--- src/rtl/core/pes_pkg.sv ---
// Package: shared types, phase codes and helpers of the PES header parser.
package pes_pkg;

    typedef enum logic [4:0] {
        PH_PREFIX, PH_SID, PH_LENHI, PH_LENLO, PH_FLAG1, PH_FLAG2, PH_HDRLEN,
        PH_PTS, PH_ESCR, PH_RATE, PH_TRICK, PH_COPY, PH_CRC, PH_EXT, PH_PRIV,
        PH_PACKLEN, PH_PACKSKIP, PH_SEQ, PH_PSTD, PH_EXT2LEN, PH_EXT2SKIP,
        PH_FINISH, PH_STUFF, PH_DONE, PH_ERROR
    } phase_t;

    localparam logic [1:0] ST_OK         = 2'd0;
    localparam logic [1:0] ST_BAD_PREFIX = 2'd1;
    localparam logic [1:0] ST_OVERRUN    = 2'd2;
    localparam logic [1:0] ST_INCOMPLETE = 2'd3;

    localparam int QueueDepth = 2;

    typedef struct packed {
        logic [7:0] data_byte;
        logic       first_byte;
        logic       last_byte;
    } pes_in_t;

    typedef struct packed {
        logic [1:0]  status;
        logic [7:0]  stream_kind;
        logic [15:0] packet_length;
        logic [8:0]  header_size;
        logic [32:0] pts_value;
        logic [32:0] dts_value;
        logic [32:0] escr_value;
        logic [21:0] es_rate_value;
        logic [15:0] header_flag_bytes;
        logic [7:0]  trick_mode_byte;
        logic [15:0] previous_crc;
        logic [33:0] extension_fields;
    } pes_out_t;

    function automatic logic has_optional(input logic [7:0] sid);
        return !(sid == 8'hBC || sid == 8'hBE || sid == 8'hBF || sid == 8'hF0 ||
                 sid == 8'hF1 || sid == 8'hF2 || sid == 8'hF8 || sid == 8'hFF);
    endfunction

    function automatic logic [32:0] time_stamp(input logic [39:0] a);
        return {a[35:33], a[31:17], a[15:1]};
    endfunction

endpackage

--- src/rtl/core/pes_byte_queue.sv ---
// Module: short request queue between the accepting front and the parsing back.
module pes_byte_queue
    import pes_pkg::*;
(
    input  logic    aclk,
    input  logic    aresetn,
    input  logic    s_valid,
    output logic    s_ready,
    input  pes_in_t s_data,
    output logic    q_valid,
    input  logic    q_ready,
    output pes_in_t q_data
);
    pes_in_t    mem_reg [QueueDepth];
    logic       wr_ptr_reg, rd_ptr_reg;
    logic [1:0] count_reg;
    logic       push, pop;

    assign s_ready = (count_reg != 2'(QueueDepth));
    assign q_valid = (count_reg != 2'd0);
    assign q_data  = mem_reg[rd_ptr_reg];
    assign push    = s_valid && s_ready;
    assign pop     = q_valid && q_ready;

    always_ff @(posedge aclk) begin
        if (push) begin
            mem_reg[wr_ptr_reg] <= s_data;
        end
        if (!aresetn) begin
            wr_ptr_reg <= 1'b0;
            rd_ptr_reg <= 1'b0;
            count_reg  <= 2'd0;
        end else begin
            if (push) wr_ptr_reg <= ~wr_ptr_reg;
            if (pop)  rd_ptr_reg <= ~rd_ptr_reg;
            count_reg <= count_reg + 2'(push) - 2'(pop);
        end
    end

    property p_no_overflow;
        @(posedge aclk) disable iff (!aresetn) count_reg <= 2'(QueueDepth);
    endproperty
    a_no_overflow: assert property (p_no_overflow) else $error("queue overflow");

    property p_count_track;
        @(posedge aclk) disable iff (!aresetn)
            (push && !pop) |=> count_reg == $past(count_reg) + 2'd1;
    endproperty
    a_count_track: assert property (p_count_track) else $error("queue count slip");

    property p_empty_no_valid;
        @(posedge aclk) disable iff (!aresetn) (count_reg == 2'd0) |-> !q_valid;
    endproperty
    a_empty_no_valid: assert property (p_empty_no_valid) else $error("valid when empty");
endmodule

--- src/rtl/core/pes_parse_core.sv ---
// Module: byte-per-cycle PES header parsing engine with registered result, while the result register is free.
module pes_parse_core
    import pes_pkg::*;
(
    input  logic     aclk,
    input  logic     aresetn,
    input  logic     q_valid,
    output logic     q_ready,
    input  pes_in_t  q_data,
    output logic     m_valid,
    input  logic     m_ready,
    output pes_out_t m_data
);
    phase_t      phase_reg, phase_next;
    logic [16:0] seen_reg, seen_next;
    logic [7:0]  skip_reg, skip_next;
    logic [7:0]  hdl_reg, hdl_next;
    logic [8:0]  oc_reg, oc_next;
    logic [1:0]  err_reg, err_next;
    logic [7:0]  sid_reg, sid_next;
    logic [15:0] plen_reg, plen_next;
    logic [32:0] pts_reg, pts_next, dts_reg, dts_next, escr_reg, escr_next;
    logic [21:0] rate_reg, rate_next;
    logic [15:0] flags_reg, flags_next;
    logic [7:0]  ef_reg, ef_next, trick_reg, trick_next;
    logic [15:0] crc_reg, crc_next;
    logic [33:0] ext_reg, ext_next;
    logic [47:0] asm_reg, asm_next;
    logic        out_valid_reg;
    pes_out_t    out_reg, out_next;
    logic        take;

    // Accept when the result register is free or is drained this cycle.
    assign q_ready = !out_valid_reg || m_ready;
    assign take    = q_valid && q_ready;
    assign m_valid = out_valid_reg;
    assign m_data  = out_reg;

    always_comb begin
        logic [7:0]  b;
        logic [7:0]  f2;
        logic [47:0] a;
        logic [4:0]  cand;
        logic        done;
        logic [1:0]  st;
        b = q_data.data_byte;
        // A candidate of PH_PREFIX means no field ended on this byte.
        a = '0; cand = 5'(PH_PREFIX); done = 1'b0; st = ST_OK;
        phase_next = phase_reg; seen_next = seen_reg; skip_next = skip_reg;
        hdl_next = hdl_reg; oc_next = oc_reg; err_next = err_reg; sid_next = sid_reg;
        plen_next = plen_reg; pts_next = pts_reg; dts_next = dts_reg;
        escr_next = escr_reg; rate_next = rate_reg; flags_next = flags_reg;
        ef_next = ef_reg; trick_next = trick_reg; crc_next = crc_reg;
        ext_next = ext_reg; asm_next = asm_reg;
        if (q_data.first_byte) begin
            phase_next = PH_PREFIX; seen_next = '0; skip_next = '0; hdl_next = '0;
            oc_next = '0; err_next = '0; sid_next = '0; plen_next = '0; pts_next = '0;
            dts_next = '0; escr_next = '0; rate_next = '0; flags_next = '0; ef_next = '0;
            trick_next = '0; crc_next = '0; ext_next = '0; asm_next = '0;
        end
        if (seen_next != 17'h1FFFF) seen_next = seen_next + 17'd1;
        f2 = flags_next[7:0];
        unique case (phase_next) inside
            PH_PREFIX: begin
                if (b != ((seen_next == 17'd3) ? 8'd1 : 8'd0)) err_next = ST_BAD_PREFIX;
                if (seen_next >= 17'd3)
                    phase_next = (err_next != ST_OK) ? PH_ERROR : PH_SID;
            end
            PH_SID:   begin sid_next = b; phase_next = PH_LENHI; end
            PH_LENHI: begin plen_next = {b, 8'h00}; phase_next = PH_LENLO; end
            PH_LENLO: begin
                plen_next = {plen_next[15:8], b};
                phase_next = has_optional(sid_next) ? PH_FLAG1 : PH_DONE;
            end
            PH_FLAG1: begin flags_next = {b, 8'h00}; phase_next = PH_FLAG2; end
            PH_FLAG2: begin flags_next = {flags_next[15:8], b}; phase_next = PH_HDRLEN; end
            PH_HDRLEN: begin
                hdl_next = b; oc_next = '0; cand = 5'(PH_PTS);
            end
            PH_STUFF: begin
                if (skip_next != 8'd0) skip_next = skip_next - 8'd1;
                if (skip_next == 8'd0) phase_next = PH_DONE;
            end
            PH_DONE, PH_ERROR: ;
            default: begin
                if (oc_next != 9'd511) oc_next = oc_next + 9'd1;
                asm_next = {asm_next[39:0], b};
                a = asm_next;
                if (skip_next != 8'd0) skip_next = skip_next - 8'd1;
                unique case (phase_next)
                    PH_PTS: begin
                        if (skip_next == 8'd5 && flags_next[7:6] == 2'b11) begin
                            pts_next = time_stamp(a[39:0]); asm_next = '0;
                        end else if (skip_next == 8'd0) begin
                            if (flags_next[7:6] == 2'b11) dts_next = time_stamp(a[39:0]);
                            else begin
                                pts_next = time_stamp(a[39:0]); dts_next = pts_next;
                            end
                            cand = 5'(PH_ESCR);
                        end
                    end
                    PH_ESCR: if (skip_next == 8'd0) begin
                        escr_next = {a[45:43], a[41:40], a[39:32], a[31:27], a[25:24],
                                     a[23:16], a[15:11]};
                        cand = 5'(PH_RATE);
                    end
                    PH_RATE: if (skip_next == 8'd0) begin
                        rate_next = {a[22:16], a[15:8], a[7:1]};
                        cand = 5'(PH_TRICK);
                    end
                    PH_TRICK: begin trick_next = b; cand = 5'(PH_COPY); end
                    PH_COPY: begin ext_next[33:28] = ext_next[33:28] | b[5:0];
                        cand = 5'(PH_CRC); end
                    PH_CRC: if (skip_next == 8'd0) begin
                        crc_next = a[15:0]; cand = 5'(PH_EXT);
                    end
                    PH_EXT: begin ef_next = b; cand = 5'(PH_PRIV); end
                    PH_PRIV: if (skip_next == 8'd0) cand = 5'(PH_PACKLEN);
                    PH_PACKLEN: begin
                        if (b == 8'd0) cand = 5'(PH_SEQ);
                        else begin phase_next = PH_PACKSKIP; skip_next = b; asm_next = '0; end
                    end
                    PH_PACKSKIP: if (skip_next == 8'd0) cand = 5'(PH_SEQ);
                    PH_SEQ: if (skip_next == 8'd0) begin
                        ext_next[27:14] = ext_next[27:14] | {a[14:8], a[6], a[5:0]};
                        cand = 5'(PH_PSTD);
                    end
                    PH_PSTD: if (skip_next == 8'd0) begin
                        ext_next[13:0] = ext_next[13:0] | a[13:0];
                        cand = 5'(PH_EXT2LEN);
                    end
                    PH_EXT2LEN: begin
                        if (b == 8'd0) cand = 5'(PH_FINISH);
                        else begin phase_next = PH_EXT2SKIP; skip_next = b; asm_next = '0; end
                    end
                    PH_EXT2SKIP: if (skip_next == 8'd0) cand = 5'(PH_FINISH);
                    default: ;
                endcase
            end
        endcase
        // Advance to the first enabled field at or after the candidate, or close the header.
        if (cand != 5'(PH_PREFIX)) begin
            done = 1'b0;
            if (cand == 5'(PH_PTS)) begin
                if (f2[7]) begin phase_next = PH_PTS;
                    skip_next = f2[6] ? 8'd10 : 8'd5; done = 1'b1; end
                else cand = 5'(PH_ESCR);
            end
            if (!done && cand == 5'(PH_ESCR)) begin
                if (f2[5]) begin phase_next = PH_ESCR; skip_next = 8'd6; done = 1'b1; end
                else cand = 5'(PH_RATE);
            end
            if (!done && cand == 5'(PH_RATE)) begin
                if (f2[4]) begin phase_next = PH_RATE; skip_next = 8'd3; done = 1'b1; end
                else cand = 5'(PH_TRICK);
            end
            if (!done && cand == 5'(PH_TRICK)) begin
                if (f2[3]) begin phase_next = PH_TRICK; skip_next = 8'd1; done = 1'b1; end
                else cand = 5'(PH_COPY);
            end
            if (!done && cand == 5'(PH_COPY)) begin
                if (f2[2]) begin phase_next = PH_COPY; skip_next = 8'd1; done = 1'b1; end
                else cand = 5'(PH_CRC);
            end
            if (!done && cand == 5'(PH_CRC)) begin
                if (f2[1]) begin phase_next = PH_CRC; skip_next = 8'd2; done = 1'b1; end
                else cand = 5'(PH_EXT);
            end
            if (!done && cand == 5'(PH_EXT)) begin
                if (f2[0]) begin phase_next = PH_EXT; skip_next = 8'd1; done = 1'b1; end
                else cand = 5'(PH_FINISH);
            end
            if (!done && cand == 5'(PH_PRIV)) begin
                if (ef_next[7]) begin phase_next = PH_PRIV; skip_next = 8'd16; done = 1'b1; end
                else cand = 5'(PH_PACKLEN);
            end
            if (!done && cand == 5'(PH_PACKLEN)) begin
                if (ef_next[6]) begin phase_next = PH_PACKLEN; skip_next = 8'd1;
                    done = 1'b1; end
                else cand = 5'(PH_SEQ);
            end
            if (!done && cand == 5'(PH_SEQ)) begin
                if (ef_next[5]) begin phase_next = PH_SEQ; skip_next = 8'd2; done = 1'b1; end
                else cand = 5'(PH_PSTD);
            end
            if (!done && cand == 5'(PH_PSTD)) begin
                if (ef_next[4]) begin phase_next = PH_PSTD; skip_next = 8'd2; done = 1'b1; end
                else cand = 5'(PH_EXT2LEN);
            end
            if (!done && cand == 5'(PH_EXT2LEN)) begin
                if (ef_next[0]) begin phase_next = PH_EXT2LEN; skip_next = 8'd1;
                    done = 1'b1; end
                else cand = 5'(PH_FINISH);
            end
            if (done) asm_next = '0;
            else if (oc_next > {1'b0, hdl_next}) begin
                err_next = ST_OVERRUN; phase_next = PH_ERROR;
            end else if (oc_next == {1'b0, hdl_next}) phase_next = PH_DONE;
            else begin
                phase_next = PH_STUFF; skip_next = 8'(hdl_next - oc_next[7:0]);
                asm_next = '0;
            end
        end
        // Final status for a result on this byte.
        if (seen_next < 17'd3) st = ST_INCOMPLETE;
        else if (err_next == ST_BAD_PREFIX) st = ST_BAD_PREFIX;
        else if (seen_next < 17'd6) st = ST_INCOMPLETE;
        else if ((seen_next - 17'd6) < {1'b0, plen_next}) st = ST_INCOMPLETE;
        else if (err_next == ST_OVERRUN) st = ST_OVERRUN;
        else if (phase_next != PH_DONE) st = ST_INCOMPLETE;
        else st = ST_OK;
        out_next.status = st;
        out_next.stream_kind = sid_next;
        out_next.packet_length = plen_next;
        out_next.header_size = (st != ST_OK) ? 9'd0 :
                               (has_optional(sid_next) ? 9'd9 + {1'b0, hdl_next} : 9'd6);
        out_next.pts_value = pts_next;
        out_next.dts_value = dts_next;
        out_next.escr_value = escr_next;
        out_next.es_rate_value = rate_next;
        out_next.header_flag_bytes = flags_next;
        out_next.trick_mode_byte = trick_next;
        out_next.previous_crc = crc_next;
        out_next.extension_fields = ext_next;
    end

    always_ff @(posedge aclk) begin
        if (take && q_data.last_byte) begin
            out_reg <= out_next;
        end
        if (!aresetn) begin
            out_valid_reg <= 1'b0;
            phase_reg <= PH_PREFIX; seen_reg <= '0; skip_reg <= '0; hdl_reg <= '0;
            oc_reg <= '0; err_reg <= '0; sid_reg <= '0; plen_reg <= '0; pts_reg <= '0;
            dts_reg <= '0; escr_reg <= '0; rate_reg <= '0; flags_reg <= '0; ef_reg <= '0;
            trick_reg <= '0; crc_reg <= '0; ext_reg <= '0; asm_reg <= '0;
        end else begin
            if (take) out_valid_reg <= q_data.last_byte;
            else if (m_ready) out_valid_reg <= 1'b0;
            if (take) begin
                if (q_data.last_byte) begin
                    // Clear the parse once the result is captured.
                    phase_reg <= PH_PREFIX; seen_reg <= '0; skip_reg <= '0;
                    hdl_reg <= '0; oc_reg <= '0; err_reg <= '0; sid_reg <= '0;
                    plen_reg <= '0; pts_reg <= '0; dts_reg <= '0; escr_reg <= '0;
                    rate_reg <= '0; flags_reg <= '0; ef_reg <= '0; trick_reg <= '0;
                    crc_reg <= '0; ext_reg <= '0; asm_reg <= '0;
                end else begin
                    phase_reg <= phase_next; seen_reg <= seen_next; skip_reg <= skip_next;
                    hdl_reg <= hdl_next; oc_reg <= oc_next; err_reg <= err_next;
                    sid_reg <= sid_next; plen_reg <= plen_next; pts_reg <= pts_next;
                    dts_reg <= dts_next; escr_reg <= escr_next; rate_reg <= rate_next;
                    flags_reg <= flags_next; ef_reg <= ef_next; trick_reg <= trick_next;
                    crc_reg <= crc_next; ext_reg <= ext_next; asm_reg <= asm_next;
                end
            end
        end
    end

    property p_hold_result;
        @(posedge aclk) disable iff (!aresetn)
            (m_valid && !m_ready) |=> m_valid && $stable(out_reg);
    endproperty
    a_hold_result: assert property (p_hold_result) else $error("result dropped");

    property p_ok_has_len;
        @(posedge aclk) disable iff (!aresetn)
            (m_valid && out_reg.status == ST_OK) |-> out_reg.header_size >= 9'd6;
    endproperty
    a_ok_has_len: assert property (p_ok_has_len) else $error("bad header length");

    property p_clear_after_last;
        @(posedge aclk) disable iff (!aresetn)
            (take && q_data.last_byte) |=> seen_reg == 17'd0 && phase_reg == PH_PREFIX;
    endproperty
    a_clear_after_last: assert property (p_clear_after_last) else $error("parse not cleared");
endmodule

--- src/rtl/core/pes_header_parser.sv ---
// Top level: MPEG-2 PES header parser with byte queue front and parsing back.
//
//   port group   | dir | contents
//   s_*          | in  | one byte request: data_byte, first_byte, last_byte
//   m_*          | out | one result per buffer, given on the byte marked last
//
// One byte per clock while the result register is not stalled; a result appears in the
// cycle after its last byte leaves the two-entry queue. The parse engine's next-state
// logic is combinational. Reset (aresetn low, synchronous) empties the queue and
// clears the parse. A stalled result register holds its result and back-pressures
// the queue, which keeps taking bytes until it is full.
module pes_header_parser
    import pes_pkg::*;
(
    input  logic     aclk,
    input  logic     aresetn,
    input  logic     s_valid,
    output logic     s_ready,
    input  pes_in_t  s_data,
    output logic     m_valid,
    input  logic     m_ready,
    output pes_out_t m_data
);
    logic    q_valid, q_ready;
    pes_in_t q_data;

    // Front: hold incoming requests while the engine is stalled.
    pes_byte_queue u_queue (
        .aclk, .aresetn, .s_valid, .s_ready, .s_data,
        .q_valid, .q_ready, .q_data
    );

    // Back: advance the parse one byte per cycle while not stalled and register the result.
    pes_parse_core u_core (
        .aclk, .aresetn, .q_valid, .q_ready, .q_data,
        .m_valid, .m_ready, .m_data
    );
endmodule

--- config.mk ---
export PLATFORM = sky130hd
export DESIGN_NAME = pes_header_parser
export DESIGN_NICKNAME = d
export VERILOG_FILES = /design/src/rtl/core/pes_pkg.sv /design/src/rtl/core/pes_byte_queue.sv /design/src/rtl/core/pes_parse_core.sv /design/src/rtl/core/pes_header_parser.sv
export SDC_FILE = /design/constraint.sdc
export NUM_CORES = 1
export LEC_CHECK = 0
export ABC_CLOCK_PERIOD_IN_PS = 29700
export BUFFER_PORTS_ARGS = -buffer_cell sky130_fd_sc_hd__buf_4
export CORE_MARGIN = 2
export CORE_UTILIZATION = 50
export DETAILED_ROUTE_END_ITERATION = 8
export PLACE_DENSITY = 0.69
export SLEW_MARGIN = 20
export SYNTH_ARGS = -nofsm -noshare
export SYNTH_HDL_FRONTEND = slang
export SYNTH_SLANG_ARGS = --single-unit
--- constraint.sdc ---
create_clock -name aclk -period 29.7 [get_ports aclk]
set_input_delay 5.94 -clock aclk [delete_from_list [all_inputs] [get_ports aclk]]
set_output_delay 5.94 -clock aclk [all_outputs]
set_load 0.02 [all_outputs]
=== Yosys cells after proc, flatten, opt, wreduce, memory -nomap -nowiden ===
Memory sizes are Yosys's and may differ from the RTL's. A register that Yosys moved wholly into a read port is not among the register bits.
Cells that the tools add are included.

* Equality and inequality tests: 62
* Order comparisons: 5
* Add/subtract/negate cells: 8
* Reduce and logical (&&, ||, !) cells: 58
* Muxes and demuxes: 258
* Bitwise operators: 5

{| class="wikitable"
|+ Operators by type and width
! cell !! number
|-
| two-way mux 33 bit || 18
|-
| two-way mux 48 bit || 9
|-
| two-way mux 8 bit || 52
|-
| two-way mux 5 bit || 77
|-
| two-way mux 16 bit || 9
|-
| equality test 8 bit (second input constant) || 16
|-
| two-way mux 22 bit || 5
|-
| two-way mux 34 bit || 3
|-
| one-hot mux 48 bit (2 select lines) || 1
|-
| equality test 5 x 4 -> 1 bit (second input constant) || 16
|-
| one-hot mux 5 bit (14 select lines) || 1
|-
| one-hot mux 16 bit (2 select lines) || 2
|-
| two-way mux 14 bit || 4
|-
| equality test 5 bit (second input constant) || 11
|-
| two-way mux 17 bit || 3
|-
| two-way mux 1 bit || 44
|-
| one-hot mux 5 bit (8 select lines) || 1
|-
| two-way mux 2 bit || 14
|-
| OR 14 bit || 2
|-
| two-way mux 9 bit || 3
|-
| equality test 5 x 3 -> 1 bit (second input constant) || 5
|-
| zero test 8 bit || 3
|-
| two-way mux 4 bit || 6
|-
| one-hot mux 5 bit (2 select lines) || 2
|-
| 42 further kinds || 89
|}

* Input bits: 14
* Register bits after elaboration: 559
* Memories: 1
* Bits in writable memories: 20
* Output and inout port bits: 232

{| class="wikitable"
|+ Memories
! name !! depth !! width !! read ports !! clocked after Yosys merged registers in !! wr ports !! RTL line !! text
|-
| u_queue.mem_reg || 2 || 10 || 1 || 1 || 1 || pes_byte_queue.sv:14 || <nowiki>pes_in_t mem_reg [QueueDepth];</nowiki>
|}

=== Longest topological paths before layout ===
Gate-level depths: netlist (run 1).

* Depth in word-level cells: 67
* Gate-level depth with buffers: 37
* Depth with buffers taken out: 29

=== Cells and area by module ===
A second synthesis (run 1) with hierarchy kept.

* Cell total of the unflattened synthesis: 2783
* Area total of the unflattened synthesis: 27154.8 um^2

{| class="wikitable"
|+ By module, submodules not included
! module !! times used !! cells an instance !! area an instance (um^2)
|-
| pes_parse_core || 1 || 2728 || 26201.4
|-
| pes_byte_queue || 1 || 55 || 953.4
|}

=== Worst setup path before layout (run 1) ===
No wires, ideal clock.

* Path type: input to register
* Start: input m_ready
* End: register u_core.out_reg, in the netlist u_core.m_data[0], enable pin
* Library setup time: 0.827 ns
* Arrival: 16.298 ns
* Path slack: 12.575 ns
* Buffers on the path: 2
* Stages on the path: 5
* Path through: nor2b_1 -> or2_2 -> clkbuf_1 -> clkbuf_1 -> nor2_1

* Cells in the longest elaborated chain, start to end: 3

{| class="wikitable"
|+ RTL lines
! item !! RTL line !! text
|-
| start: declaration || pes_header_parser.sv:21 || <nowiki>input logic m_ready,</nowiki>
|-
| logical OR 1 bit || pes_parse_core.sv:34 || <nowiki>assign q_ready = !out_valid_reg || m_ready;</nowiki>
|-
| logical AND 1 bit || pes_parse_core.sv:35 || <nowiki>assign take = q_valid && q_ready;</nowiki>
|-
| logical AND 1 bit || pes_parse_core.sv:228 || <nowiki>if (take && q_data.last_byte) begin</nowiki>
|-
| end signal: assignment || pes_parse_core.sv:229 || <nowiki>out_reg <= out_next;</nowiki>
|-
| end: declaration || pes_parse_core.sv:30 || <nowiki>pes_out_t out_reg, out_next;</nowiki>
|}

No other way between the ends.
A chain may end at the register's enable or synchronous reset.

=== Worst setup path in the final report (run 1) ===
* Start: input m_ready
* End: register u_core.ext_reg[21]

* Cells in the longest elaborated chain, start to end: 2

{| class="wikitable"
|+ RTL lines
! item !! RTL line !! text
|-
| logical OR 1 bit || pes_parse_core.sv:34 ||
|-
| logical AND 1 bit || pes_parse_core.sv:35 ||
|-
| net u_core.take || pes_parse_core.sv:31 || <nowiki>logic take;</nowiki>
|-
| end signal: assignment || pes_parse_core.sv:254 || <nowiki>crc_reg <= crc_next; ext_reg <= ext_next; asm_reg <= asm_next;</nowiki>
|-
| end: declaration || pes_parse_core.sv:27 || <nowiki>logic [33:0] ext_reg, ext_next;</nowiki>
|}

The timed path passes the listed nets, and every way through them passes these cells.

==> results of run 1 <==
[per-layer routing]
metal | vias up | wire length, um | global-route usage
met2 | 1065 | 37000 | 0.436
met1 | 11000 | 33900 | 0.379
met3 | 173 | 6010 | 0.0374
li1 | 10500 | - | -
met5 | - | 0 | 0
met4 | 0 | 3160 | 0.120
[through the flow]
step / area [um2] / std cells / hold WS [ns] / total power, mW
finish: 31400 / 3675 / 0.529 / 2.38
CTS: 31300 / 3673 / 0.527 / 2.38
detailed placement: 29400 / 3562 / 0.508 / 1.65
global route: 31400 / 3674 / 0.549 / 2.46
global placement: 29400 / 3562 / 0.498 / 1.64
floorplan: 27200 / 2811 / 0.476 / 1.40
[power by group through the flow]
stage	Clock, mW	Sequential, mW	Combinational [mW]
floorplan	0	1.10	0.305
global placement	0	0.986	0.653
detailed placement	0	0.988	0.663
CTS	0.741	0.972	0.664
global route	0.775	0.977	0.708
finish	0.732	0.971	0.674
[cells in the final DEF, fill, tap and decap left out, drive strengths merged, types with 12 or more instances in the layout]
master,netlist,final
a211oi,12,12
a21oi,136,136
a22oi,294,294
a31oi,18,18
and2,27,27
and3,18,18
buf,54,276
clkbuf,166,74
clkinv,1,30
dfxtp,316,316
edfxtp,250,250
ha,38,38
inv,59,61
mux2i,58,58
nand2,274,274
nand2b,16,16
nand3,114,114
nand4,16,16
nor2,149,149
nor2b,311,311
nor3,46,46
nor3b,12,12
nor4,14,14
o21ai,166,166
o22ai,15,15
o31ai,14,14
xnor2,33,33
[critical path: stages]
cell	delay (ns)
sky130_fd_sc_hd__buf_4	0.08
sky130_fd_sc_hd__nor2b_1	0.05
sky130_fd_sc_hd__or2_4	0.34
sky130_fd_sc_hd__clkinv_1	0.19
sky130_fd_sc_hd__and2_4	0.84
sky130_fd_sc_hd__buf_4	0.89
sky130_fd_sc_hd__a22oi_1	0.17
sky130_fd_sc_hd__nor2b_1	0.17
[layout make-up]
cell class,instances,share of cell area
Inverter,60,0.00718
Clock buffer,74,0.0502
Timing Repair Buffer,276,0.0677
Multi-Input combinational cell,1965,0.395
Clock inverter,37,0.0106
Antenna cell,1,0.0000798
Tap cell,696,0.0278
Sequential cell,566,0.441
[cells in the mapped netlist, types with 7 or more instances]
library cell / n
sky130_fd_sc_hd__a211oi_1: 11
sky130_fd_sc_hd__a21boi_0: 7
sky130_fd_sc_hd__a21oi_1: 136
sky130_fd_sc_hd__a22oi_1: 294
sky130_fd_sc_hd__a31oi_1: 17
sky130_fd_sc_hd__and2_1: 27
sky130_fd_sc_hd__and3_1: 17
sky130_fd_sc_hd__buf_1: 41
sky130_fd_sc_hd__buf_2: 7
sky130_fd_sc_hd__clkbuf_1: 166
sky130_fd_sc_hd__dfxtp_1: 316
sky130_fd_sc_hd__edfxtp_1: 250
sky130_fd_sc_hd__ha_1: 38
sky130_fd_sc_hd__inv_1: 59
sky130_fd_sc_hd__mux2_2: 7
sky130_fd_sc_hd__mux2i_1: 58
sky130_fd_sc_hd__nand2_1: 274
sky130_fd_sc_hd__nand2b_1: 16
sky130_fd_sc_hd__nand3_1: 114
sky130_fd_sc_hd__nand4_1: 16
sky130_fd_sc_hd__nor2_1: 148
sky130_fd_sc_hd__nor2b_1: 311
sky130_fd_sc_hd__nor3_1: 45
sky130_fd_sc_hd__nor3b_1: 10
sky130_fd_sc_hd__nor4_1: 9
sky130_fd_sc_hd__o2111ai_1: 10
sky130_fd_sc_hd__o211ai_1: 8
sky130_fd_sc_hd__o21a_1: 10
sky130_fd_sc_hd__o21ai_0: 159
sky130_fd_sc_hd__o21ai_1: 7
sky130_fd_sc_hd__o22ai_1: 15
sky130_fd_sc_hd__o31ai_1: 11
sky130_fd_sc_hd__or3_1: 11
sky130_fd_sc_hd__xnor2_1: 33
sky130_fd_sc_hd__xor2_1: 9
[how the worst max path moves through the flow]
stage | startpoint | to | slack, ns | cells past startpoint
6_report | m_ready | u_core.ext_reg[21]$_SDFFE_PN0P_ | 21.48 | 8
5_1_grt | m_ready | u_core.crc_reg[12]$_SDFFE_PN0P_ | 21.33 | 8
4_1_cts | m_ready | u_core.plen_reg[12]$_SDFFE_PN0P_ | 21.40 | 8
3_5_place_dp | m_ready | u_core.pts_reg[26]$_SDFFE_PN0P_ | 20.74 | 8
3_3_place_gp | m_ready | u_core.escr_reg[9]$_SDFFE_PN0P_ | 20.93 | 8
2_1_floorplan | m_ready | u_core.m_data[0]$_DFFE_PP_ | 12.58 | 5
[cell families (layout without fill, tap and decap cells)]
family                   count (synthesis)  in the layout  synth area share
buffers and inverters                  280            447            0.0405
AO/OA/AOI/OAI                          769            769             0.192
adder cells (fa/ha/maj)                 40             40            0.0186
XOR/XNOR                                42             42            0.0135
AND/OR/NAND/NOR                       1048           1048             0.202
other                                    0              1                 0
multiplexers                            66             66            0.0248
flip-flops                             566            566             0.509
==> results.env, run 1 <==
P_CLK_FRAC=0.308
WORST_HOLD_PATH.ENDPOINT='u_core.ef_reg[4]$_SDFFE_PN0P_'
DIEWIDTH_UM=237
WORST_HOLD_STARTPOINT='u_core.ef_reg[4]$_SDFFE_PN0P_'
WORSTPATHMAXFANOUT=85
CTS.REPORTEDPATHS.CLKPINSLEW_NS=0.06
N_FILL_CELL=4538
ASYNC_SET_OR_RESET_FLOP_FRACTION_IN_THE_SYNTHESIZED_NETLIST=0
P_SW_uW=862
POSTCTSSETUPREPAIRBUFS=0
HTREE_LEVELS=2
CLOCK_LATENCY_REPORTED_FOR_THE_LATE_SIDE_OF_THE_WORST_SKEW_PAIR_NS=0.62
SETUP_VIOL=0
PWR-SHARE-COMB=0.283
GLOBALROUTE.TOTALOVERFLOW=0
R2R.WORST_PATH.CELLS=20
CTS_NUM_SINKS=566
HOLDCRITPATHCLASS='flip-flop to flip-flop'
CRITICAL_PATH.STARTPOINT_TYPE='input pin'
FINALHOLDVIOLATIONS=0
CTSROOTBUFFERMASTER='sky130_fd_sc_hd__clkbuf_16'
NUM_VIAS=22700
SYNTHDISTINCTLIBCELLS=104
SYNTH-EDFF-COUNT=250
CTS_MAX_PATH_BUFFERS=3
PART_OF_THE_CYCLE_THE_WORST_PATH_NEEDS=0.277
WORSTHOLDPATHCELLS=2
MOST_COMMON_FLOP_CELL_MAPPED_BY_YOSYS='sky130_fd_sc_hd__dfxtp_1'
LAYOUT_SETUP_WS_NS=21.48
MIN_PERIOD_NS=8.22
SYNTH.AREA.TOP_CELLS='sky130_fd_sc_hd__edfxtp_1 28%, sky130_fd_sc_hd__dfxtp_1 23%, sky130_fd_sc_hd__a22oi_1 8.1%'
INTERNAL_POWER_COMPONENT_mW=1.51
POWER_PER_CELL_AREA_nW_PER_UM2=75.8
SEQPWRFRAC=0.408
DESIGN.PORTCOUNT=246
PORT_BUFFERS=245
CTS.HOLD.BUFFERS_ADDED=0
MAX_SLEW_MARGIN=0.237
SYNTH.FF_LATCH_COUNT=566
WORSTPATHARRIVAL_NS=8.77
SYNTHDOMINANTAREACELLTYPE='sky130_fd_sc_hd__edfxtp_1'
POWER_LEAKAGE_nW=10.4
TIMING_MAX_TRANSITION_VIOLATIONS_FINAL=0
GRT_UTIL_ALL_LAYERS=0.275
DRC=0
UNREPAIRED_SETUP_ENDPOINTS_AFTER_GLOBAL_ROUTING='false'
TIMING.CRITICAL_PATH.TO_TYPE='flip-flop'
DP_HPWL_MM=51.0
DESIGN.FINAL.NETS=2981
ROUTABILITY_CONGESTION_ESTIMATE_FROM_GLOBAL_PLACEMENT=0.972
FIRST_PASS_GRT_WIRE_LENGTH_MM=123
DRIVE_GT1_FRAC=0.141
POWER.SHARE.SWITCHING=0.363
DRT_PRE_ANTENNA_ITERS=6
NETLIST_AREA_UM2=27200
INITIAL_ANTENNA_VIOLATION_COUNT=1
TIMING.REG2REG.SETUP_SLACK_NS=21.89
CORE_AREA_UM2=53800
CAP_VIOL_MAX_COUNT=0
AREA_DELTA_SYNTH_FINAL_PCT=15.4
SYNTH_CELLS=2811
SYNTH_TOP_AREA_FRAC=0.276
LAYOUT.CORE_UTILIZATION=0.583
YOSYS_WARNINGS=0
CTS_TREE='yes'
GRT_PASS1_VIAS=21500
DRT_ITER0_MARKERS=2377
FINCLKSKEW_NS=0.00933
CTS_REPAIR_RESIZE_COUNT=0
SYNTH-SEQ-AREA-SHARE=0.509
FP.DIEH_UM=237
FINAL-SEQ-AREA_UM2=13800
TIMING.SETUP.CRITICAL_PATH_CLASS='input pin to flip-flop'
COUNT_OF_NETS_LEFT_WITH_ANTENNA_VIOLATIONS_AFTER_DETAIL_ROUTING=0
CTS_INSERTED_BUFFERS=59
MULTIINPUTGATEAREA_UM2=12400
GRT_START_MAX_NET_PINS=190
LARGEST_REG_FLOPS=230
WORSTPATHREQUIRED_NS=30.24
SETUP_TOTAL_NEGATIVE_SLACK_NS=0
FLOORPLAN.DIE_AREA_UM2=56300
WORST_FLOP_TO_FLOP_PATH_ENDPOINT='u_core.m_data[201]$_SDFFCE_PP0P_'
POSTROUTEWIRELENGTH_MM=80.1
SYN_AREA_PER_CELL_UM2=9.67
PRECTSSETUPSLACK_NS=20.74
RUN_STATUS='completed'
DETAIL_ROUTE.VIAS_PER_CELL=6.19
SLEW_OF_THE_PIN_WITH_THE_LOWEST_SLEW_MARGIN_NS=1.14
VDD_DROP_MAX_uV=75.7
PLACEMENTROWS=85
EFFECTIVE_UTILIZATION_AT_FLOORPLAN=0.505
FMAX_MHz=122
DRT-WIRELENGTH-PER-CELL_UM=21.8
SYN_NETS=2864
Power figures use the tool's default switching activity.
==> run 2, diff against run 1 <==
ABC_CLOCK_PERIOD_IN_PS = 6620   (was 29700)
PLACE_DENSITY = 0.72   (was 0.69)
clock period = 6.62 ns   (was 29.7 ns; I/O delays follow)
==> run 2 against run 1 <==
  * Via count is essentially flat
  * First-iteration DRC count grew 3.1%
  * Design area rose by 1.7%
  * Combinational power grew to 4.6 times the previous value
  * Flip-flop and latch count did not move
  * Non-clock buffer count is 43 higher
  * Highest routed layer unchanged
  * Largest power group unchanged
  * Hold slack better by 0.0045 ns
  * Critical path depth rose by 12
  * Count of clock-buffer cells in the layout fell by 5
  * Clock power grew to 4.8 times the previous value
  * Sequential power grew to 4.5 times the previous value
==> results.env, run 2 (synthesis results as in run 1) <==
CTS.REPORTEDPATHS.CLKPINSLEW_NS=0.06  # about the same
PEAK_PER_STAGE_DELAY_ON_THE_CRITICAL_PATH_NS=0.59  # -0.30 ns
PLACEMENTROWS=85  # unchanged
GRT_PASS1_VIAS=21400  # -0.29%
LAYOUT_SETUP_WS_NS=0.501  # -20.98 ns
GRT_UTIL_ALL_LAYERS=0.280  # +0.00503
MAX_SLEW_MARGIN=0.249  # +0.0121
DETAIL_ROUTE.VIAS_PER_CELL=6.11  # -1.2%
MIN_PERIOD_NS=6.12
CRITICAL_PATH.STARTPOINT_TYPE='flip-flop'
POWER_LEAKAGE_nW=10.7  # +3.0%
CPLARGESTDELAYFAMILY='compound AO/OA/AOI/OAI gates'
DRIVE_GT1_FRAC=0.158  # +0.0168
CLOCK_LATENCY_REPORTED_FOR_THE_LATE_SIDE_OF_THE_WORST_SKEW_PAIR_NS=0.64  # +0.02 ns
DRT_PRE_ANTENNA_ITERS=7  # +1
FINALHOLDVIOLATIONS=0  # unchanged
SETUP_VIOL=0  # unchanged
FIRST_PASS_GRT_WIRE_LENGTH_MM=124  # +0.54%
UNREPAIRED_SETUP_ENDPOINTS_AFTER_GLOBAL_ROUTING='false'
RUN_STATUS='completed'
DESIGN.PORTCOUNT=246  # unchanged
DRT-WIRELENGTH-PER-CELL_UM=22.1  # +1.2%
CTS_NUM_SINKS=566  # unchanged
DESIGN.FINAL.NETS=3024  # +1.4%
DPL.CELL_COUNT=3601  # +1.1%
SLEW_OF_THE_PIN_WITH_THE_LOWEST_SLEW_MARGIN_NS=1.13  # -0.0182 ns
SETUP_TOTAL_NEGATIVE_SLACK_NS=0  # unchanged
WORSTPATHARRIVAL_NS=6.64  # -2.13 ns
ROUTABILITY_CONGESTION_ESTIMATE_FROM_GLOBAL_PLACEMENT=0.975  # +0.36%
GLOBALROUTE.TOTALOVERFLOW=0  # unchanged
AREA_DELTA_SYNTH_FINAL_PCT=17.3
CTSROOTBUFFERMASTER='sky130_fd_sc_hd__clkbuf_16'
WORST_HOLD_STARTPOINT='u_core.hdl_reg[7]$_SDFFE_PN0P_'
TIMING.CRITICAL_PATH.TO_TYPE='flip-flop'
POWER_PER_CELL_AREA_nW_PER_UM2=344  # +350%
CTS_INSERTED_BUFFERS=59  # unchanged
TIMING_MAX_TRANSITION_VIOLATIONS_FINAL=0  # unchanged
COUNT_OF_NETS_LEFT_WITH_ANTENNA_VIOLATIONS_AFTER_DETAIL_ROUTING=0  # unchanged
VDD_DROP_MAX_uV=693  # +820%
NUM_VIAS=22700  # -0.053%
CTS_TREE='yes'
PART_OF_THE_CYCLE_THE_WORST_PATH_NEEDS=0.924
DIEWIDTH_UM=237  # unchanged
INSTANCES_NO_FILL=3718  # +1.2%
POSTROUTEWIRELENGTH_MM=82.0  # +2.4%
PORT_BUFFERS=245  # unchanged
LAYOUT.CELLS.MOST_COMMON_LIST='316 x sky130_fd_sc_hd__dfxtp_1, 312 x sky130_fd_sc_hd__buf_4, 311 x sky130_fd_sc_hd__nor2b_1, 294 x sky130_fd_sc_hd__a22oi_1, 273 x sky130_fd_sc_hd__nand2_1'
DP_HPWL_MM=54.0  # +5.9%
FP.DIEH_UM=237  # unchanged
N_ANTENNA_CELL=0  # -1
FINCLKSKEW_NS=0.0290  # +0.0197 ns
MIN_HOLD_SLACK_NS=0.534  # +0.00451 ns
FMAX_MHz=163
MOST_FREQUENT_STANDARD_CELL_IN_THE_LAYOUT_EXCLUDING_FILL_AND_TAP_CELLS='sky130_fd_sc_hd__dfxtp_1'
LAYOUT.CORE_UTILIZATION=0.593  # +0.00997
WORSTPATHREQUIRED_NS=7.15  # -23.09 ns
INITIAL_ANTENNA_VIOLATION_COUNT=1  # unchanged
FLOORPLAN.DIE_AREA_UM2=56300  # unchanged
LARGEST_REG_FLOPS=230  # unchanged
GRT_START_MAX_NET_PINS=233  # +23%
DRT_ITER0_MARKERS=2450  # +3.1%
HTREE_LEVELS=2  # unchanged
PRECTSSETUPSLACK_NS=0.546  # -20.19 ns
TIMING.CRITICAL_PATH.BUF_INV=2  # -1
DRC=0  # unchanged
WORSTPATHMAXFANOUT=36  # -58%
CRITICAL_PATH.CELL_CHAIN='mux2i_4, nand2_1, ha_1, nor4b_1, nand2_1, o311a_1, o21ba_2, a311o_1, o21a_1, o211a_1, o211ai_1, o211ai_1, a21o_4, a311o_1, a31oi_4, buf_4, o31ai_4, buf_4, a22oi_1, nor2b_1'
CAP_VIOL_MAX_COUNT=0  # unchanged
CRITPATHSLOWESTCELL='sky130_fd_sc_hd__nor4b_1'
EFFECTIVE_UTILIZATION_AT_FLOORPLAN=0.505  # unchanged
CTS_MAX_PATH_BUFFERS=3  # unchanged
CORE_AREA_UM2=53800  # unchanged
TIMING.SETUP.CRITICAL_PATH_CLASS='flip-flop to flip-flop'
N_FILL_CELL=4496  # -0.93%
HOLDCRITPATHCLASS='flip-flop to flip-flop'
==> run 2: tightest hold or removal path, stage by stage, from the launching register on <==
cell and delay, ns:
sky130_fd_sc_hd__dfxtp_1 0.32, sky130_fd_sc_hd__a22oi_1 0.08, sky130_fd_sc_hd__nor2b_1 0.10
==> run 2: layer usage <==
layer / vias to the layer above / part of all wire / GRT usage
met5: - / 0 / 0
met3: 172 / 0.067 / 0.0402
met4: 0 / 0.043 / 0.128
met2: 913 / 0.47 / 0.448
met1: 11100 / 0.42 / 0.379
li1: 10600 / - / -
==> run 2: what timing repair did <==
item / 4_1_cts / 5_1_grt
setup endpoints to repair: 0 / 20
buffers inserted: 0 / 5
hold buffers: 0 / 0
resized for setup: 0 / 1
==> run 2: where the power goes <==
group	total [mW]	switching, mW	internal [mW]
Clock	3.53	1.42	2.12
Combinational	3.10	2.30	0.805
Sequential	4.33	0.185	4.15
==> run 2: layout make-up <==
cell class | count | area [um2] | area share
flip-flops and latches | 566 | 13800 | 0.434
repair buffers | 319 | 2470 | 0.0775
clock inverters | 43 | 544 | 0.0171
multi-input cells | 1965 | 12400 | 0.389
inverters | 60 | 225 | 0.00706
clock buffers | 69 | 1550 | 0.0487
well taps | 696 | 871 | 0.0273
==> run 2: final timing paths <==
path	endpoint	slack [ns]	depth (start not counted)
hold / removal	u_core.hdl_reg[7]$_SDFFE_PN0P_	0.53	2
hold reg to reg	u_core.hdl_reg[7]$_SDFFE_PN0P_	0.53	2
setup / recovery	u_core.asm_reg[27]$_SDFFE_PN0P_	0.50	20
setup reg to reg	u_core.asm_reg[27]$_SDFFE_PN0P_	0.50	20
==> run 2: stage by stage <==
stage | area [um2] | total power [mW]
floorplan | 27200 | 6.19
global placement | 29800 | 7.44
detailed placement | 29800 | 7.49
CTS | 31900 | 11.0
global route | 31900 | 11.3
finish | 31900 | 11.0
